<file path="config.mk">
export PLATFORM = sky130hd
export DESIGN_NAME = adc_autorange_frame_builder_top
export DESIGN_NICKNAME = d
export VERILOG_FILES = /design/src/rtl/afb_pkg.sv /design/src/rtl/afb_decide.sv /design/src/rtl/afb_serial.sv /design/src/rtl/adc_autorange_frame_builder_top.sv
export SDC_FILE = /design/constraint.sdc
export NUM_CORES = 1
export LEC_CHECK = 0
export CORE_UTILIZATION = 55
export CTS_BUF_LIST = sky130_fd_sc_hd__clkbuf_16
export DETAILED_ROUTE_END_ITERATION = 8
export DONT_BUFFER_PORTS = 1
export PLACE_DENSITY = 0.7
export REMOVE_ABC_BUFFERS = 1
export SLEW_MARGIN = 20
export SYNTH_ARGS = -nofsm -noshare
export SYNTH_HDL_FRONTEND = slang
export SYNTH_SLANG_ARGS = --single-unit
</file>
<file path="constraint.sdc">
create_clock -name clock -period 6.1 [get_ports clock]
set_input_delay 0.305 -clock clock [delete_from_list [all_inputs] [get_ports clock]]
set_output_delay 0.305 -clock clock [all_outputs]
set_load 0.05 [all_outputs]
</file>
<file path="src/rtl/afb_pkg.sv">
package afb_pkg;

   localparam int SAMPLE_W   = 16;
   localparam int BYTE_W     = 8;
   localparam int GAIN_W     = 3;
   localparam int COUNT_W    = 8;
   localparam int SLOT_W     = 3;
   localparam int CSR_IDX_W  = 2;
   localparam int CSR_DATA_W = 16;

   // Register indexes of the configuration port.
   localparam logic [CSR_IDX_W-1:0] CSR_RANGE_UP   = 2'd0;
   localparam logic [CSR_IDX_W-1:0] CSR_RANGE_DOWN = 2'd1;
   localparam logic [CSR_IDX_W-1:0] CSR_CONFIRM    = 2'd2;
   localparam logic [CSR_IDX_W-1:0] CSR_ALARM      = 2'd3;

   // Register values after reset.
   localparam logic [SAMPLE_W-1:0] RANGE_UP_RESET   = 16'd54000;
   localparam logic [SAMPLE_W-1:0] RANGE_DOWN_RESET = 16'd12000;
   localparam logic [COUNT_W-1:0]  CONFIRM_RESET    = 8'd3;
   localparam logic [SAMPLE_W-1:0] ALARM_RESET      = 16'd52428;

   // Frame layout: three sync characters, gain, sample high byte, sample low byte.
   localparam logic [BYTE_W-1:0] SYNC_CHAR_0 = 8'h57;
   localparam logic [BYTE_W-1:0] SYNC_CHAR_1 = 8'h53;
   localparam logic [BYTE_W-1:0] SYNC_CHAR_2 = 8'h4B;

   localparam logic [SLOT_W-1:0] SLOT_SYNC_0 = 3'd0;
   localparam logic [SLOT_W-1:0] SLOT_SYNC_1 = 3'd1;
   localparam logic [SLOT_W-1:0] SLOT_SYNC_2 = 3'd2;
   localparam logic [SLOT_W-1:0] SLOT_GAIN   = 3'd3;
   localparam logic [SLOT_W-1:0] SLOT_HIGH   = 3'd4;
   localparam logic [SLOT_W-1:0] SLOT_LOW    = 3'd5;
   localparam logic [SLOT_W-1:0] SLOT_LAST   = SLOT_LOW;

   typedef struct packed {
      logic [SAMPLE_W-1:0] up_level;
      logic [SAMPLE_W-1:0] down_level;
      logic [COUNT_W-1:0]  confirm;
      logic [SAMPLE_W-1:0] alarm_level;
   } csr_type;

   typedef struct packed {
      logic [SAMPLE_W-1:0] sample;
      logic [GAIN_W-1:0]   gain_before;
      logic                alarm;
      logic [GAIN_W-1:0]   gain_after;
      logic                changed;
   } frame_type;

endpackage

</file>
<file path="src/rtl/afb_decide.sv">
module afb_decide #(
   parameter int MAX_GAIN_CODE = 7
) (
   input  logic                          clock,
   input  logic                          reset,
   input  afb_pkg::csr_type              csr,
   input  logic                          load,
   input  logic [afb_pkg::SAMPLE_W-1:0]  sample,
   output afb_pkg::frame_type            frame
);
   import afb_pkg::*;

   localparam logic [GAIN_W-1:0] GAIN_TOP = GAIN_W'(MAX_GAIN_CODE);

   logic [GAIN_W-1:0]  gain_ff, gain_in;
   logic [COUNT_W-1:0] up_count_ff, up_count_in;
   logic [COUNT_W-1:0] down_count_ff, down_count_in;
   logic               up_request, down_request, changed;
   logic [COUNT_W-1:0] up_bumped, down_bumped;

   always_comb begin
      up_request   = (sample > csr.up_level) && (gain_ff != '0);
      down_request = (sample < csr.down_level) && (gain_ff < GAIN_TOP);
      up_bumped    = (up_count_ff == '1) ? up_count_ff : up_count_ff + 1'b1;
      down_bumped  = (down_count_ff == '1) ? down_count_ff : down_count_ff + 1'b1;

      gain_in       = gain_ff;
      up_count_in   = up_count_ff;
      down_count_in = down_count_ff;
      changed       = 1'b0;

      // The counters are deliberately left alone after a gain step.
      if (up_request) begin
         up_count_in = up_bumped;
         if (up_bumped >= csr.confirm) begin
            gain_in = gain_ff - 1'b1;
            changed = 1'b1;
         end
      end else if (down_request) begin
         down_count_in = down_bumped;
         if (down_bumped >= csr.confirm) begin
            gain_in = gain_ff + 1'b1;
            changed = 1'b1;
         end
      end else begin
         up_count_in   = '0;
         down_count_in = '0;
      end

      frame.sample      = sample;
      frame.gain_before = gain_ff;
      frame.alarm       = (sample > csr.alarm_level) && (gain_ff == '0);
      frame.gain_after  = gain_in;
      frame.changed     = changed;
   end

   always_ff @(posedge clock) begin
      if (reset) begin
         gain_ff       <= '0;
         up_count_ff   <= '0;
         down_count_ff <= '0;
      end else if (load) begin
         gain_ff       <= gain_in;
         up_count_ff   <= up_count_in;
         down_count_ff <= down_count_in;
      end
   end

endmodule

</file>
<file path="src/rtl/afb_serial.sv">
module afb_serial (
   input  logic                         clock,
   input  logic                         reset,
   input  logic                         load,
   input  afb_pkg::frame_type           load_frame,
   output logic                         free,
   output logic                         rsp_valid,
   input  logic                         rsp_stall,
   output logic [afb_pkg::BYTE_W-1:0]   rsp_frame_byte,
   output logic                         rsp_last_byte,
   output logic                         rsp_alarm,
   output logic [afb_pkg::GAIN_W-1:0]   rsp_gain_code,
   output logic                         rsp_gain_changed
);
   import afb_pkg::*;

   logic              busy_ff, busy_in;
   logic [SLOT_W-1:0] slot_ff, slot_in;
   frame_type         frame_ff;
   logic              transfer, done;

   assign transfer = busy_ff && !rsp_stall;
   assign done     = transfer && (slot_ff == SLOT_LAST);
   assign free     = !busy_ff || done;

   always_comb begin
      busy_in = busy_ff;
      slot_in = slot_ff;
      if (load) begin
         busy_in = 1'b1;
         slot_in = SLOT_SYNC_0;
      end else if (done) begin
         busy_in = 1'b0;
      end else if (transfer) begin
         slot_in = slot_ff + 1'b1;
      end
   end

   always_ff @(posedge clock) begin
      if (reset) begin
         busy_ff <= 1'b0;
         slot_ff <= SLOT_SYNC_0;
      end else begin
         busy_ff <= busy_in;
         slot_ff <= slot_in;
      end
   end

   always_ff @(posedge clock) begin
      if (load) begin
         frame_ff <= load_frame;
      end
   end

   always_comb begin
      case (slot_ff)
         SLOT_SYNC_0: rsp_frame_byte = SYNC_CHAR_0;
         SLOT_SYNC_1: rsp_frame_byte = SYNC_CHAR_1;
         SLOT_SYNC_2: rsp_frame_byte = SYNC_CHAR_2;
         SLOT_GAIN:   rsp_frame_byte = BYTE_W'(1) << frame_ff.gain_before;
         SLOT_HIGH:   rsp_frame_byte = frame_ff.sample[SAMPLE_W-1:BYTE_W];
         default:     rsp_frame_byte = frame_ff.sample[BYTE_W-1:0];
      endcase
   end

   assign rsp_valid        = busy_ff;
   assign rsp_last_byte    = (slot_ff == SLOT_LAST);
   assign rsp_alarm        = frame_ff.alarm;
   assign rsp_gain_code    = frame_ff.gain_after;
   assign rsp_gain_changed = frame_ff.changed;

endmodule

</file>
<file path="src/rtl/adc_autorange_frame_builder_top.sv">
// Channel  Direction  Handshake            Payload
// req      in         req_valid/req_stall  req_sample (16 bit ADC result)
// rsp      out        rsp_valid/rsp_stall  frame byte, last flag, alarm, gain code, change flag
// csr      in         csr_write_enable     csr_index, csr_write_data (write only)
//
// Each sample yields six byte transfers on rsp, so the sustained sample rate is set by the
// single byte-wide result port. The gain decision is made as a held sample moves into the
// frame register; its first byte is offered once the sample has passed the input and frame registers.
// Reset is synchronous and active high; it restores the configuration registers, the gain code
// and both qualification counters. A stall on rsp holds the current byte; one further sample
// may be taken meanwhile and waits in the input register, after which req_stall is raised.
module adc_autorange_frame_builder_top #(
   parameter int MAX_GAIN_CODE = 7
) (
   input  logic                            clock,
   input  logic                            reset,
   input  logic                            req_valid,
   output logic                            req_stall,
   input  logic [afb_pkg::SAMPLE_W-1:0]    req_sample,
   output logic                            rsp_valid,
   input  logic                            rsp_stall,
   output logic [afb_pkg::BYTE_W-1:0]      rsp_frame_byte,
   output logic                            rsp_last_byte,
   output logic                            rsp_alarm,
   output logic [afb_pkg::GAIN_W-1:0]      rsp_gain_code,
   output logic                            rsp_gain_changed,
   input  logic                            csr_write_enable,
   input  logic [afb_pkg::CSR_IDX_W-1:0]   csr_index,
   input  logic [afb_pkg::CSR_DATA_W-1:0]  csr_write_data
);
   import afb_pkg::*;

   csr_type             csr_ff;
   logic                hold_valid_ff, hold_valid_in;
   logic [SAMPLE_W-1:0] hold_sample_ff;
   logic                serial_free, load, req_transfer;
   frame_type           decided;

   // Configuration registers. An index with no register behind it cannot occur
   // with a two-bit index, so every write lands somewhere.
   always_ff @(posedge clock) begin
      if (reset) begin
         csr_ff.up_level    <= RANGE_UP_RESET;
         csr_ff.down_level  <= RANGE_DOWN_RESET;
         csr_ff.confirm     <= CONFIRM_RESET;
         csr_ff.alarm_level <= ALARM_RESET;
      end else if (csr_write_enable) begin
         case (csr_index)
            CSR_RANGE_UP:   csr_ff.up_level    <= csr_write_data;
            CSR_RANGE_DOWN: csr_ff.down_level  <= csr_write_data;
            CSR_CONFIRM:    csr_ff.confirm     <= csr_write_data[COUNT_W-1:0];
            CSR_ALARM:      csr_ff.alarm_level <= csr_write_data;
            default:        ;
         endcase
      end
   end

   // The held sample moves on as soon as the serialiser can take a new frame,
   // which includes the cycle in which the previous frame's last byte is transferred.
   assign load         = hold_valid_ff && serial_free;
   assign req_stall    = hold_valid_ff && !serial_free;
   assign req_transfer = req_valid && !req_stall;

   always_comb begin
      hold_valid_in = hold_valid_ff;
      if (req_transfer) begin
         hold_valid_in = 1'b1;
      end else if (load) begin
         hold_valid_in = 1'b0;
      end
   end

   always_ff @(posedge clock) begin
      if (reset) begin
         hold_valid_ff <= 1'b0;
      end else begin
         hold_valid_ff <= hold_valid_in;
      end
   end

   always_ff @(posedge clock) begin
      if (req_transfer) begin
         hold_sample_ff <= req_sample;
      end
   end

   afb_decide #(
      .MAX_GAIN_CODE (MAX_GAIN_CODE)
   ) u_decide (
      .clock  (clock),
      .reset  (reset),
      .csr    (csr_ff),
      .load   (load),
      .sample (hold_sample_ff),
      .frame  (decided)
   );

   afb_serial u_serial (
      .clock            (clock),
      .reset            (reset),
      .load             (load),
      .load_frame       (decided),
      .free             (serial_free),
      .rsp_valid        (rsp_valid),
      .rsp_stall        (rsp_stall),
      .rsp_frame_byte   (rsp_frame_byte),
      .rsp_last_byte    (rsp_last_byte),
      .rsp_alarm        (rsp_alarm),
      .rsp_gain_code    (rsp_gain_code),
      .rsp_gain_changed (rsp_gain_changed)
   );

endmodule

</file>
==> run summary, run 1 <==
The cell sitting at the root of the clock tree is a sky130_fd_sc_hd__clkbuf_16. The part of the power in the clock network is 46.2%. The cell with the largest stage delay on the worst path is sky130_fd_sc_hd__a2111oi_1. The number of buffers on the longest clock path came out at 2. In the final routed layout, each cell accounts on average for 17.60 um.

Across the run, the number of max-cap violations was 0. In this run, distinct cell masters in the synthesized netlist total 58. Once detailed placement completed, the half-perimeter wirelength came to 10,470 um. The share of async-settable or async-resettable flops after synthesis is 0%. The antenna diode count came out at 0.

Entering global routing, the biggest net connects 46 pins. STA classifies the critical path startpoint as a flop. The reported net switching power is 0.4993 mW. Along the worst path, the maximum fanout reaches 7. Summed over all cells, the static leakage comes to 2.965 nW. The worst setup path is of the reg2reg kind. The part of the cycle the worst path needs is 61.04%. The headroom to the max-slew limit is 22.25%.

The total negative setup slack came out at 0 ns. For this run, design rule violations remaining after detail routing come to 0. The clock transition at the register clock pins on the worst setup and hold paths after CTS came out at 0.06 ns. The average cell area after synthesis is 9.089 um^2. The total via count in the routed design is 5,023. The power density over the cells is 279.8 nW/um^2.

The die outline area came out at 12,050 um^2. The worst reg-to-reg path cell count came out at 12. Clock tree synthesis inserted a total of 17 buffers. IR analysis of the VDD net gives a maximum drop of 0.0002571 V.

The final estimated routing congestion in global placement is 0.8409. For this design, the CTS-stage hold fixing added 17 buffers. The count of buffer and inverter cells on the critical path came out at 0. The final count of hold timing violations came out at 0. The total grt overflow came out at 0. The post-CTS resize count came out at 0. The summed instance area of the synthesized netlist came out at 6390 um^2. TritonCTS built the clock tree. The placeable core area came out at 11,080 um^2. The required arrival time at the worst endpoint is 6.40 ns.

The via count of the first global-routing pass is 4,992. The relative contribution of sequential cells to total power came out at 44.3%. The worst hold path begins at csr_write_data[2]. The critical path's top delay family is compound AO/OA/AOI/OAI gates.

The initial detailed-routing violation count is 434. Static timing analysis puts the maximum clock frequency at 0.2686 GHz. Walking the worst path, the cells encountered are ha_1 > and3_1 > nand3_1 > mux2_2 > ha_1 > o21ai_1 > a21oi_1 > o31a_1 > a2111oi_1 > and2b_4 > o21ai_1 > mux2_2. The number of synthesized flops with an enable pin came out at 40. The first-pass detailed-route iteration total came out at 5. The share of cells above drive strength 1 is 6.181%. The clock period minus final worst setup slack came out at 3.724 ns. The switching share of power came out at 24.76%. In this run the critical register-to-register path is launched from u_decide.up_count_ff[0]. The worst setup path is captured at a flop. The number of endpoints failing setup at the final stage came out at 0.

The worst register-to-register path ends at u_decide.gain_ff[0]. The number of pins with negative max-slew slack in the final report came out at 0. The path class of the lowest-slack min-delay path is in2reg. The chip width came out at 109.8 um. The number of sinks driven by the clock tree is 120. The path with the worst hold slack has its endpoint at csr_ff[26]. The total routed wirelength came out at 15,280 um.

Counting instances, the worst hold path has a depth of 2. Across the routed clock network, the largest skew measured is 0.01324 ns. The number of port buffers is 0.

The run finished with clean final reports. The post-CTS setup buffer count came out at 0. After filler insertion, the fill cell instance count of the layout stands at 918.

The global-route wire length before repair came out at 24,340 um. The total instance count after detailed placement is 819. Of the total power, combinational logic draws 9.5%. Setup repair after global routing left no endpoint under its margin. For this run, the leading register cell type out of synthesis is sky130_fd_sc_hd__dfxtp_1. The largest incremental delay on the critical path is 0.58 ns. The cell count after synthesis came out at 703. The number of nets in the final layout is 827.

At the pin with the least slew margin, the transition time is 1.161 ns. The total internal power came out at 1.517 mW. The H-tree level count is 4. The data arrival at the endpoint of the critical path came out at 4.03 ns. The overall global routing resource usage is 27.35%. The reg2reg setup slack is 2.38 ns. The remaining antenna violation count after routing is 0. The cell row count came out at 38. The initial antenna violation count came out at 0. Dividing the detail-routed via count by the number of cells gives 5.787.

The clock latency of the later-clocked register in the worst-skew pair came out at 0.42 ns. The synthesis warning total is 0. The area added between synthesis and finish is 12.77%. The final cell count without fillers came out at 868. The sequential fraction of the synthesis area came out at 43.86%. The flip-flop and latch count after synthesis came out at 120. The vertical die dimension came out at 109.8 um. The initial standard-cell utilization of the core is 57.68%. During I/O placement, the number of pins put on the boundary was 55.
-- layout make-up --
type	count	area, um^2	area share [%]
Clock inverter	15	122.6	1.702
Timing Repair Buffer	21	210.2	2.917
Multi-Input combinational cell	486	3211	44.56
Sequential cell	120	2803	38.90
Inverter	69	259.0	3.594
Clock buffer	17	425.4	5.904
Tap cell	140	175.2	2.431
-- sequential cells by signal, summed over array words and instances (netlist names), 3 cells and up --
| signal | cells |
|---|---|
| u_decide.gain_ff | 3 |
| u_decide.up_count_ff | 8 |
| u_serial.slot_ff | 3 |
| csr_ff | 56 |
| hold_sample_ff | 16 |
| u_serial.rsp_gain_code | 3 |
| u_decide.down_count_ff | 8 |
| u_serial.frame_ff | 19 |
-- kinds of logic after synthesis --
kind of cell	count (synthesis)	share of synthesized area, %
compound gates	160	16.15
xor+xnor	9	1.234
fa+ha+maj	73	14.29
buf+inv	97	6.070
flops	120	43.86
mux	8	1.312
simple gates	236	17.07
-- through the flow --
step	worst slack [ns]	area, um^2	power, mW	hold slack (ns)	util (%)
3_5_place_dp	2.407	6471	1.081	0.3822	58.41
4_1_cts	2.405	7199	2.027	0.002839	64.99
6_report	2.376	7206	2.016	0.01472	65.04
3_3_place_gp	2.517	6471	1.074	0.3820	58.41
2_1_floorplan	2.797	6261	1.034	0.3741	-
5_1_grt	2.084	7206	2.092	0.01266	65.04
-- worst reg2reg max path, stage by stage, from the launching register on --
cell                        delay [ns]
sky130_fd_sc_hd__dfxtp_1          0.44
sky130_fd_sc_hd__ha_1             0.25
sky130_fd_sc_hd__and3_1           0.25
sky130_fd_sc_hd__nand3_1          0.26
sky130_fd_sc_hd__mux2_2           0.36
sky130_fd_sc_hd__ha_1             0.27
sky130_fd_sc_hd__o21ai_1          0.11
sky130_fd_sc_hd__a21oi_1          0.05
sky130_fd_sc_hd__o31a_1           0.26
sky130_fd_sc_hd__a2111oi_1        0.58
sky130_fd_sc_hd__and2b_4          0.30
sky130_fd_sc_hd__o21ai_1          0.14
sky130_fd_sc_hd__mux2_2           0.35
-- power by group through the flow --
stage / Sequential, mW / Clock (mW) / Combinational (mW)
floorplan: 0.898 / 0 / 0.136
global placement: 0.907 / 0 / 0.167
detailed placement: 0.908 / 0 / 0.173
CTS: 0.892 / 0.944 / 0.191
global route: 0.895 / 0.981 / 0.216
finish: 0.892 / 0.932 / 0.192
-- Yosys cell counts (all sizes together), types with 2 or more instances --
cell | count | area share (%)
nand2 | 121 | 7.1
dfxtp | 80 | 25
ha | 73 | 14
inv | 69 | 4.1
a21oi | 64 | 5.0
edfxtp | 40 | 19
nor2 | 37 | 2.2
o211ai | 27 | 3.2
clkbuf | 21 | 1.2
o21ai | 18 | 1.4
nand3 | 13 | 1.0
nand4 | 11 | 1.1
nor3 | 11 | 0.86
a22o | 8 | 1.1
nand3b | 8 | 0.94
xnor2 | 8 | 1.1
and3 | 7 | 0.69
buf | 7 | 0.78
o21a | 7 | 0.82
a31oi | 6 | 0.59
and2 | 6 | 0.59
a21o | 5 | 0.59
mux2i | 5 | 0.78
a2111oi | 4 | 0.67
a211oi | 4 | 0.47
a221oi | 4 | 0.65
nor2b | 4 | 0.39
nor3b | 4 | 0.47
mux2 | 3 | 0.53
nand2b | 3 | 0.41
o31a | 3 | 0.41
or2 | 3 | 0.29
or3 | 3 | 0.37
a32oi | 2 | 0.27
-- placed cells by master, fill, tap and decap left out, drive strengths merged, types with 2 or more instances in the layout --
master,instances
a21o,5
clkinvlp,2
nand3,13
or2,3
bufinv,2
nor2,37
mux2,3
buf,5
nor3,11
and2,6
inv,73
xnor2,8
ha,73
or3,3
mux2i,5
a2111oi,4
dfxtp,80
nand2,121
nor2b,4
nand2b,3
a32oi,2
and3,7
edfxtp,40
a21oi,64
o31a,3
clkbuf,17
nand4,11
nor3b,4
o21ai,18
a22o,8
nand3b,8
o21a,7
clkinv,7
a31oi,6
dlygate4sd3,16
a221oi,4
o211ai,27
a211oi,4
-- metal layers --
metal / wire length, um / GRT usage, % / up-vias
met4: 197 / 8.476 / 0
met2: 6946 / 44.24 / 173
li1: - / - / 2501
met3: 1213 / 8.654 / 22
met5: 0 / 0 / -
met1: 6920 / 34.71 / 2327
-- how the worst max path moves through the flow --
stage	from	slack, ns	cells past startpoint	to
4_1_cts	u_decide.up_count_ff[0]	2.41	12	u_decide.gain_ff[0]
6_report	u_decide.up_count_ff[0]	2.38	12	u_decide.gain_ff[0]
3_3_place_gp	u_decide.up_count_ff[0]	2.52	12	u_decide.gain_ff[0]
5_1_grt	u_decide.up_count_ff[0]	2.08	12	u_decide.gain_ff[0]
2_1_floorplan	u_decide.up_count_ff[0]	2.80	12	u_decide.gain_ff[0]
3_5_place_dp	u_decide.up_count_ff[0]	2.41	12	u_decide.gain_ff[0]
Note: power is estimated with default switching activity, not from simulation.
==> run 2, diff against run 1 <==
Settings changed: ABC_AREA set to 1, PLACE_DENSITY 0.7 to 0.73.
Clock period 6.1 ns to 3.3 ns, I/O delays scaled along.
==> run summary, run 2 <==
The share of cells above drive strength 1 came out at 7.412% (+1.2 points). After synthesis, the cell types taking the most area are sky130_fd_sc_hd__dfxtp_1, sky130_fd_sc_hd__edfxtp_1, sky130_fd_sc_hd__ha_1. The cell row count was 39 (+2.6%). Summed over all instances, the cell type with the most area after synthesis is sky130_fd_sc_hd__dfxtp_1. The run finished with clean final reports. The startpoint identified for the worst register-to-register timing path is u_decide.up_count_ff[0]. The final design instance area without fill is 7560 um^2 (+4.9%). The total grt overflow came to 0 (unchanged). The register with the most flip-flops in the final layout is csr_ff. The distinct cell type count of the synthesized netlist came out at 47 (-19%). The number of buffers on the longest clock path is 2 (unchanged). The H-tree level count was 4 (unchanged). The highest attainable clock frequency is 0.3385 GHz (+26%). Traced cell by cell, the critical path runs through ha_1 > nand2_1 > inv_1 > nand2_1 > nor2_2 > nand3_2 > mux2_4 > ha_1 > a21oi_1 > o21ai_0 > nand2_1 > nand3_1 > inv_1 > or2_2 > nand2_1 > and2_1. The initial detailed-routing violation count is 397 (-8.5%). By count the netlist is led by sky130_fd_sc_hd__nand2_1, sky130_fd_sc_hd__inv_1, sky130_fd_sc_hd__a21oi_1, sky130_fd_sc_hd__dfxtp_1, sky130_fd_sc_hd__ha_1. The number of port buffers is 0 (unchanged). The sequential fraction of the synthesis area came out at 43.24% (-0.62 points). The total routed wirelength came out at 15,150 um (-0.83%). The summed instance area of the synthesized netlist came out at 6481 um^2 (+1.4%).

The worst ir drop on vdd was 0.0003343 V (+30%). The max-cap violation count came out at 0 (unchanged). The number of flip-flops in the largest register is 56 (unchanged). The count of buffer and inverter cells on the critical path is 2 (+2). Among all stages on the critical path, the largest delay is contributed by sky130_fd_sc_hd__dfxtp_1.

The number of synthesized flops with an enable pin was 40 (unchanged). The synthesis warning total came out at 0 (unchanged). The final estimated routing congestion in global placement was 0.9089 (+8.1%). The clock period minus final worst setup slack is 2.954 ns (-0.7694 ns). The top-area cell type share of the netlist area is 24.71% (-0.35 points). Broken down by cell family, the worst path's largest delay share belongs to simple AND/OR/NAND/NOR gates.

Setup repair after global routing left no endpoint under its margin. The total power came out at 3.751 mW (+86%). The number of instances on the worst hold path came out at 2 (unchanged).

The met1 track utilization from global routing is 33.56% (-1.1 points). The type of element capturing the critical path is a flop. For hold timing, the worst endpoint is csr_ff[17]. The wire length per cell is 15.67 um (-11%). The headroom to the max-slew limit came out at 25.82% (+3.6 points).

The worst reg-to-reg path cell count came to 16 (+4). The clock transition at the register clock pins on the worst setup and hold paths after CTS came out at 0.05 ns (about the same). The part of the cycle the worst path needs is 89.52% (+28 points). The via-per-instance ratio is 5.569 (-3.8%).

The cell that appears most often on the critical path is sky130_fd_sc_hd__nand2_1. Leaving out fill and tap cells, the most frequent cells in the layout are sky130_fd_sc_hd__nand2_1, sky130_fd_sc_hd__inv_1, sky130_fd_sc_hd__a21oi_1. The top-level port count is 55 (unchanged). The global-route wire length before repair is 25,450 um (+4.6%). The overall global routing resource usage is 26.51% (-0.84 points). The instance area at placement is 6630 um^2 (+2.5%). The power density over the cells is 496.1 nW/um^2 (+77%).

The total negative setup slack came out at 0 ns (unchanged). The final worst hold slack came out at 0.03002 ns (+0.01530 ns). The HPWL after detailed placement is 10,620 um (+1.4%). The tightest min-delay check is of the in2reg type. The maximum fanout count along the critical path was 8 (+1). The library cell used as clock root buffer is sky130_fd_sc_hd__clkbuf_16. The most common cell after layout, fill and taps aside is sky130_fd_sc_hd__nand2_1. The reg2reg setup slack came out at 0.35 ns (-2.03 ns). The flip-flop and latch count after synthesis came out at 120 (unchanged). Yosys instantiated no cell more often than sky130_fd_sc_hd__nand2_1. The worst setup path is launched from a flop. The via count of the first global-routing pass came out at 5,385 (+7.9%). The maximum number of pins on one net before global-route repair is 51 (+11%). The final count of hold timing violations is 0 (unchanged).

The clock latency of the later-clocked register in the worst-skew pair came out at 0.41 ns (about the same). The total via count in the routed design is 5,385 (+7.2%). The TritonCTS clock tree is yes. The die outline area is 12,220 um^2 (+1.4%).

The total clock buffers created by CTS is 17 (unchanged). The worst register-to-register path ends at u_serial.rsp_gain_code[1]. The number of nets in the final layout was 922 (+11%). The first-pass detailed-route iteration total is 7 (+2). The average cell area after synthesis came to 8.450 um^2 (-7.0%). The number of endpoints failing setup at the final stage is 0 (unchanged).

The number of pins with negative max-slew slack in the final report came out at 0 (unchanged). The initial antenna violation count was 1 (+1). In the synthesized netlist the dominant register cell turns out to be sky130_fd_sc_hd__dfxtp_1. The clock tree skew after final layout came out at 0.007303 ns (-0.005933 ns). The most used routing layer in global routing is met2. The critical path is of the reg2reg type. The slew of the pin with the lowest slew margin is 1.112 ns (-0.04926 ns). The number of sinks driven by the clock tree is 120 (unchanged). The cell count after synthesis is 767 (+9.1%). The number of design rule violations left after detail routing is 0 (unchanged). The vertical die dimension came to 110.6 um (+0.70%).

The chip width came out at 110.6 um (+0.70%). The data arrival at the endpoint of the critical path came out at 3.12 ns (-0.91 ns). From synthesis to final layout, the design area changed by 16.64%. The met3 routing resource usage after global routing is 5.928% (-2.7 points). The required arrival time at the worst endpoint came out at 3.46 ns (-2.94 ns). The remaining antenna violation count after routing came to 0 (unchanged).

The placeable core area came out at 11,470 um^2 (+3.5%). The global routing met2 resource utilization is 44.06% (-0.18 points). The leakage component of the power came to 3.391 nW (+14%).

The source of the worst hold timing path is csr_index[0]. The largest registers in the layout are csr_ff: 56 flops, u_serial.frame_ff: 19 flops, hold_sample_ff: 16 flops. The largest incremental delay on the critical path came out at 0.38 ns (-0.20 ns).

The share of async-settable or async-resettable flops after synthesis came out at 0% (unchanged). The initial standard-cell utilization of the core came out at 56.52% (-1.2 points).
[run 2: per-stage QoR]
stage          setup slack [ns]  util, %  instances
6_report                 0.3459    65.92        967
5_1_grt                 0.09076    65.92        967
4_1_cts                  0.3856    65.90        966
3_5_place_dp             0.4061    57.82        897
3_3_place_gp             0.4993    57.82        897
2_1_floorplan            0.5318        -        749
[run 2: power by group]
group / total (mW) / internal [mW] / switching, mW / leakage [nW]
logic: 0.394 / 0.145 / 0.249 / 2.08
clock network: 1.70 / 1.08 / 0.621 / 0.279
registers: 1.65 / 1.60 / 0.0536 / 1.04
[run 2: cell type report]
cell class              count  area [um^2]
diodes                      1        2.502
inverters                 108        410.4
repair buffers             42        417.9
well taps                 143        178.9
multi-input cells         521         3201
clock buffers              17        425.4
fillers                   925         3908
flip-flops and latches    120         2803
clock inverters            15        121.4
[run 2: what timing repair did]
item / 4_1_cts / 5_1_grt
resized for setup: 0 / 0
hold buffers: 37 / 0
hold endpoints to repair: 92 / 0
buffers inserted: 0 / 0
[run 2: cells by family (layout without fill, tap and decap cells)]
kind of cell	Yosys count	after routing	share of synthesized area [%]
mux	2	2	0.3860
fa+ha+maj	73	73	14.09
simple gates	264	264	18.46
xor+xnor	10	10	1.351
compound gates	172	172	14.86
other cells	0	1	0
flops	120	120	43.24
buf+inv	126	182	7.606
[run 2: worst reg2reg max path: stages, from the launching register on]
cell and delay [ns]:
sky130_fd_sc_hd__dfxtp_1 0.38, sky130_fd_sc_hd__ha_1 0.21, sky130_fd_sc_hd__nand2_1 0.06, sky130_fd_sc_hd__inv_1 0.07
sky130_fd_sc_hd__nand2_1 0.06, sky130_fd_sc_hd__nor2_2 0.13, sky130_fd_sc_hd__nand3_2 0.19, sky130_fd_sc_hd__mux2_4 0.35
sky130_fd_sc_hd__ha_1 0.29, sky130_fd_sc_hd__a21oi_1 0.15, sky130_fd_sc_hd__o21ai_0 0.08, sky130_fd_sc_hd__nand2_1 0.07
sky130_fd_sc_hd__nand3_1 0.21, sky130_fd_sc_hd__inv_1 0.16, sky130_fd_sc_hd__or2_2 0.12, sky130_fd_sc_hd__nand2_1 0.05
sky130_fd_sc_hd__and2_1 0.15
[run 2: worst max-delay path by stage]
| stage | start | end | slack, ns | cells past startpoint |
|---|---|---|---|---|
| floorplan | u_serial.slot_ff[0] | rsp_frame_byte[1] | 0.53 | 4 |
| global placement | u_decide.up_count_ff[0] | u_serial.rsp_gain_code[1] | 0.50 | 16 |
| detailed placement | u_decide.up_count_ff[0] | u_serial.rsp_gain_code[1] | 0.41 | 16 |
| CTS | u_decide.up_count_ff[0] | u_serial.rsp_gain_code[1] | 0.39 | 16 |
| global route | u_decide.up_count_ff[0] | u_serial.rsp_gain_code[1] | 0.09 | 16 |
| finish | u_decide.up_count_ff[0] | u_serial.rsp_gain_code[1] | 0.35 | 16 |
[run 2: per-layer routing]
layer,share of wire (%),up-vias
met4,1.8,0
met3,6.4,32
met2,48,190
li1,-,2656
met1,44,2507
met5,0,-
